===== src/hdl/fsrf_pkg.sv =====
// Package for the frame slot ring FIFO: sizes, codes, command struct and helpers.
// No dependencies; imported by every module of the block.
`timescale 1ns / 1ps
`default_nettype none

package fsrf_pkg;

    // Ring geometry
    localparam int SLOTS      = 64;
    localparam int SLOT_BYTES = 2048;

    localparam int SLOT_W = $clog2(SLOTS);           // slot index
    localparam int BYTE_W = $clog2(SLOT_BYTES);      // byte index inside a slot
    localparam int OFF_W  = $clog2(SLOT_BYTES + 1);  // offset / length, holds SLOT_BYTES
    localparam int CNT_W  = $clog2(SLOTS + 1);       // held frame count, holds SLOTS
    localparam int ADDR_W = SLOT_W + BYTE_W;         // byte store address
    localparam int DEPTH  = SLOTS * SLOT_BYTES;

    // Field widths
    localparam int KIND_W   = 2;
    localparam int DATA_W   = 8;
    localparam int STATUS_W = 2;
    localparam int SCOUNT_W = 7;
    localparam int MAXLEN_W = 12;
    localparam int CFG_IDX_W  = 2;
    localparam int CFG_DATA_W = 12;

    // Register reset values
    localparam logic [SCOUNT_W-1:0] SLOT_COUNT_RST = 7'd50;
    localparam logic [MAXLEN_W-1:0] MAX_FRAME_RST  = 12'd2048;

    // Register indexes
    localparam logic [CFG_IDX_W-1:0] CFG_SLOT_COUNT = 2'd0;
    localparam logic [CFG_IDX_W-1:0] CFG_MAX_FRAME  = 2'd1;

    // Item kinds
    localparam logic [KIND_W-1:0] KIND_WRITE = 2'd0;
    localparam logic [KIND_W-1:0] KIND_READ  = 2'd1;
    localparam logic [KIND_W-1:0] KIND_FLUSH = 2'd2;

    // Result status codes
    localparam logic [STATUS_W-1:0] STAT_OK       = 2'd0;
    localparam logic [STATUS_W-1:0] STAT_EMPTY    = 2'd1;
    localparam logic [STATUS_W-1:0] STAT_FULL     = 2'd2;
    localparam logic [STATUS_W-1:0] STAT_TOO_LONG = 2'd3;

    // Controller to datapath commands
    typedef struct packed {
        logic load;   // capture the accepted input word
        logic exec;   // apply the item and load the result register
    } fsrf_cmd_t;

    // Advance a slot index, wrapping at the number of slots in use
    function automatic logic [SLOT_W-1:0] next_slot(input logic [SLOT_W-1:0] s,
                                                    input logic [CNT_W-1:0]  used);
        logic [SLOT_W:0] t;
        t = {1'b0, s} + 1'b1;
        if (32'(t) >= 32'(used))
            return '0;
        else
            return t[SLOT_W-1:0];
    endfunction

endpackage

`default_nettype wire


===== src/hdl/fsrf_ctrl.sv =====
// Controller of the frame slot ring FIFO: sequences accept and execute, owns result valid.
// Depends on fsrf_pkg.
`timescale 1ns / 1ps
`default_nettype none

module fsrf_ctrl
    import fsrf_pkg::*;
(
    input  wire logic      clk,
    input  wire logic      rst_n,
    input  wire logic      in_valid,
    output logic           in_ready,
    output logic           out_valid,
    input  wire logic      out_ready,
    output fsrf_cmd_t      cmd
);

    typedef enum logic [1:0] {
        ST_IDLE = 2'b01,
        ST_EXEC = 2'b10
    } state_t;

    state_t state_reg, state_next;
    logic   out_valid_reg, out_valid_next;
    logic   exec_go;

    // Execute only once the result register is free or being emptied
    assign exec_go  = (state_reg == ST_EXEC) && (!out_valid_reg || out_ready);
    assign in_ready = (state_reg == ST_IDLE);

    always_comb
    begin
        state_next = state_reg;
        case (state_reg)
            ST_IDLE:
            begin
                if (in_valid)
                    state_next = ST_EXEC;
            end
            ST_EXEC:
            begin
                if (exec_go)
                    state_next = ST_IDLE;
            end
            default:
            begin
                state_next = ST_IDLE;
            end
        endcase
    end

    always_comb
    begin
        out_valid_next = out_valid_reg;
        if (exec_go)
            out_valid_next = 1'b1;
        else if (out_ready)
            out_valid_next = 1'b0;
    end

    always_ff @(posedge clk or negedge rst_n)
    begin
        if (!rst_n)
        begin
            state_reg     <= ST_IDLE;
            out_valid_reg <= 1'b0;
        end
        else
        begin
            state_reg     <= state_next;
            out_valid_reg <= out_valid_next;
        end
    end

    assign out_valid = out_valid_reg;
    assign cmd.load  = in_valid && (state_reg == ST_IDLE);
    assign cmd.exec  = exec_go;

endmodule

`default_nettype wire


===== config.mk =====
export PLATFORM = sky130hd
export DESIGN_NAME = fsrf_ctrl
export DESIGN_NICKNAME = d
export VERILOG_FILES = /design/src/hdl/fsrf_pkg.sv /design/src/hdl/fsrf_ctrl.sv
export SDC_FILE = /design/constraint.sdc
export NUM_CORES = 1
export LEC_CHECK = 0
export ABC_CLOCK_PERIOD_IN_PS = 980
export BUFFER_PORTS_ARGS = -buffer_cell sky130_fd_sc_hd__clkbuf_2
export CAP_MARGIN = 20
export CORE_AREA = 2 2 39 41
export DETAILED_ROUTE_END_ITERATION = 12
export DIE_AREA = 0 0 41 43
export HOLD_SLACK_MARGIN = 0.05
export SLEW_MARGIN = 10
export SYNTH_ARGS = -nofsm -noshare
export SYNTH_HDL_FRONTEND = slang
export SYNTH_SLANG_ARGS = --single-unit
export TNS_END_PERCENT = 50

===== constraint.sdc =====
create_clock -name clk -period 0.98 [get_ports clk]
set_input_delay 0.049 -clock clk [delete_from_list [all_inputs] [get_ports clk]]
set_output_delay 0.049 -clock clk [all_outputs]
set_load 0.02 [all_outputs]

==> metrics.txt <==
status=finished with violations; violated checks=negative setup slack; Worst R2R Path Depth=3; GRT Overall Usage=0.0473; setup violators final=4; final worst path period share=1.17; average size of a mapped cell=11.5 um^2; Fin. Hold Viols=0; CTS Sinks=3; worst hold path type=input port to flop; Worst setup EP type=primary output; Core Region=1380 um^2; layout cells sized above 1=0.577; vias in the first global route=between 100 and 150; Top FF cell, synth=dfrtp_1; Crit Reg-Reg Endpoint=state_reg[1]; hold path cells=3; sequential-to-total area share from yosys stat=0.555; CP startpoint=state_reg[0]; Post-synth EDFFs=0; routed len/inst=7.48 um; Slew Viols, Final=0; VDD IR-drop max=approximately 0.34 mV; syn nets=16; worst setup margin=-0.163 ns; n_diodes=0; Synth Cell Area=between 100 and 150 um^2; maxcap violations=0; Worst slew margin=0.894; Die H=approximately 43 um; Power per Cell Area=1820 nW/um^2; ys async rst share=1.00; initial antenna violation count=0; Largest register FFs=2; Pleak=0.139 nW; pin slew with the least headroom to its limit=0.159 ns; first-pass GRT wire length=approximately 460 um; Synth cell types=9; die span in x=41 um; CTS buffer count=3; Ys Warns=0; Critical Path Source Type=flop; ANT nets after route=0; top cell type's share of synthesized area=0.364; Util after Layout=0.200; Crit Path Max Fanout=3; RSZ-0062 raised after global routing=yes; Die ar.=~1800 um^2; Root Driver=clkbuf_4; Syn Inst Count=12; worst reg2reg setup slack=-0.03 ns; Rows=14; Port Buffers=7; total gr overflow=0; H-tree depth=1; clk slew on worst S/H paths=0.04 ns; pre-CTS WS=0.0230 ns; Critical Path End=cmd[1]; final WL=314 um; Initial DRC Count=1; Required @ worst endpoint=between 0.9 and 1 ns; I/O pin count=8; top post-synthesis cells by area=dfrtp_1 (36%), dfstp_2 (19%), nand2b_1 (9.1%); arrival time at the worst endpoint=1.09 ns; Reg-to-Reg Start=state_reg[1]; Final TNS setup=-0.491 ns; Initial Util=0.0995; number of synthesized register bits=3; Min Clock Period, post-route=1.14 ns; Synth area leader=dfrtp_1; largest net degree at the start of global routing=5; fmax=875 MHz; worst skew pair latency=between 0.2 and 0.25 ns; area delta synth->final=101%; CTS tree=done; routability congestion estimate=approximately 0.51; synth cell count leaders=dfrtp_1 (2), nand2b_1 (2), nor2b_1 (2); routed vias/inst=around 3.1; DP Wirelength=between 200 and 250 um; total number of vias=132; critical path class=flop to primary output; Longest Clk Path Bufs=2; DRC Markers=0; Final Net Count=31; worst clock skew=between 0.00005 and 0.00006 ns; drt pass-1 iters=2
## placed cells by master (no fill, tap or decap), drive strengths merged
cell type,synthesis,routed
dfstp,1,1
o21bai,1,1
a2bb2oi,1,1
nor2b,2,2
nand2b,2,2
dfrtp,2,2
and3b,1,1
clkbuf,0,10
buf,1,3
nand2,1,1
dlygate4sd3,0,2
## worst max-delay path, cell delays in order, from the launching register on
cell and delay (ns):
dfstp_2 0.53, and3b_1 0.18, clkbuf_8 0.15
## repair_timing
| action | CTS | global route |
|---|---|---|
| setup buffers | 1 | 1 |
| gates cloned | 0 | 0 |
| endpoints found under the hold margin | 4 | 0 |
| pin swaps | 0 | 0 |
| hold buffers | 2 | 0 |
| setup endpoints to repair | 3 | 4 |
| resized for setup | 5 | 2 |
## kinds of logic after synthesis
kind of cell           count (synthesis)  share of synthesized area
AOI/OAI and AO/OA                      2                      0.118
buffers and inverters                  1                     0.0546
DFF                                    3                      0.555
and+or+nand+nor                        6                      0.273
## cell type report
class,instances,area (um^2)
fill,159,1110
timing repair buffer,11,90.1
sequential,3,76.3
multi-input combinational,8,63.8
clock buffer,4,26.3
tap,16,20.0
## worst min path at each step
stage / slack, ns / endpoint / startpoint
floorplan: -0.25 / out_valid / rst_n
global placement: -0.15 / out_valid / rst_n
detailed placement: -0.15 / out_valid / rst_n
CTS: 0.14 / state_reg[1] / rst_n
global route: 0.17 / out_valid / rst_n
finish: 0.14 / out_valid / out_ready
## stage by stage
step	std cells	total power, mW	hold WS, ns	cell area [um^2]
4_1_cts	41	0.508	0.138	267
6_report	42	0.502	0.140	277
3_5_place_dp	34	0.244	-0.152	188
5_1_grt	42	0.539	0.166	277
2_1_floorplan	12	0.215	-0.247	140
3_3_place_gp	34	0.243	-0.153	188
## power by group
part | switching (mW) | internal (mW)
logic | 0.0566 | 0.0749
clock network | 0.0621 | 0.152
registers | 0.0127 | 0.143
## metal layers
layer  track usage  up-vias  wire length, um
met4        0.0600        0                0
met5             0        -                0
met3        0.0471        0               34
met2        0.0563        7              155
met1        0.0356       58              124
li1              -       67                -
(Power assumes the default switching activity.)
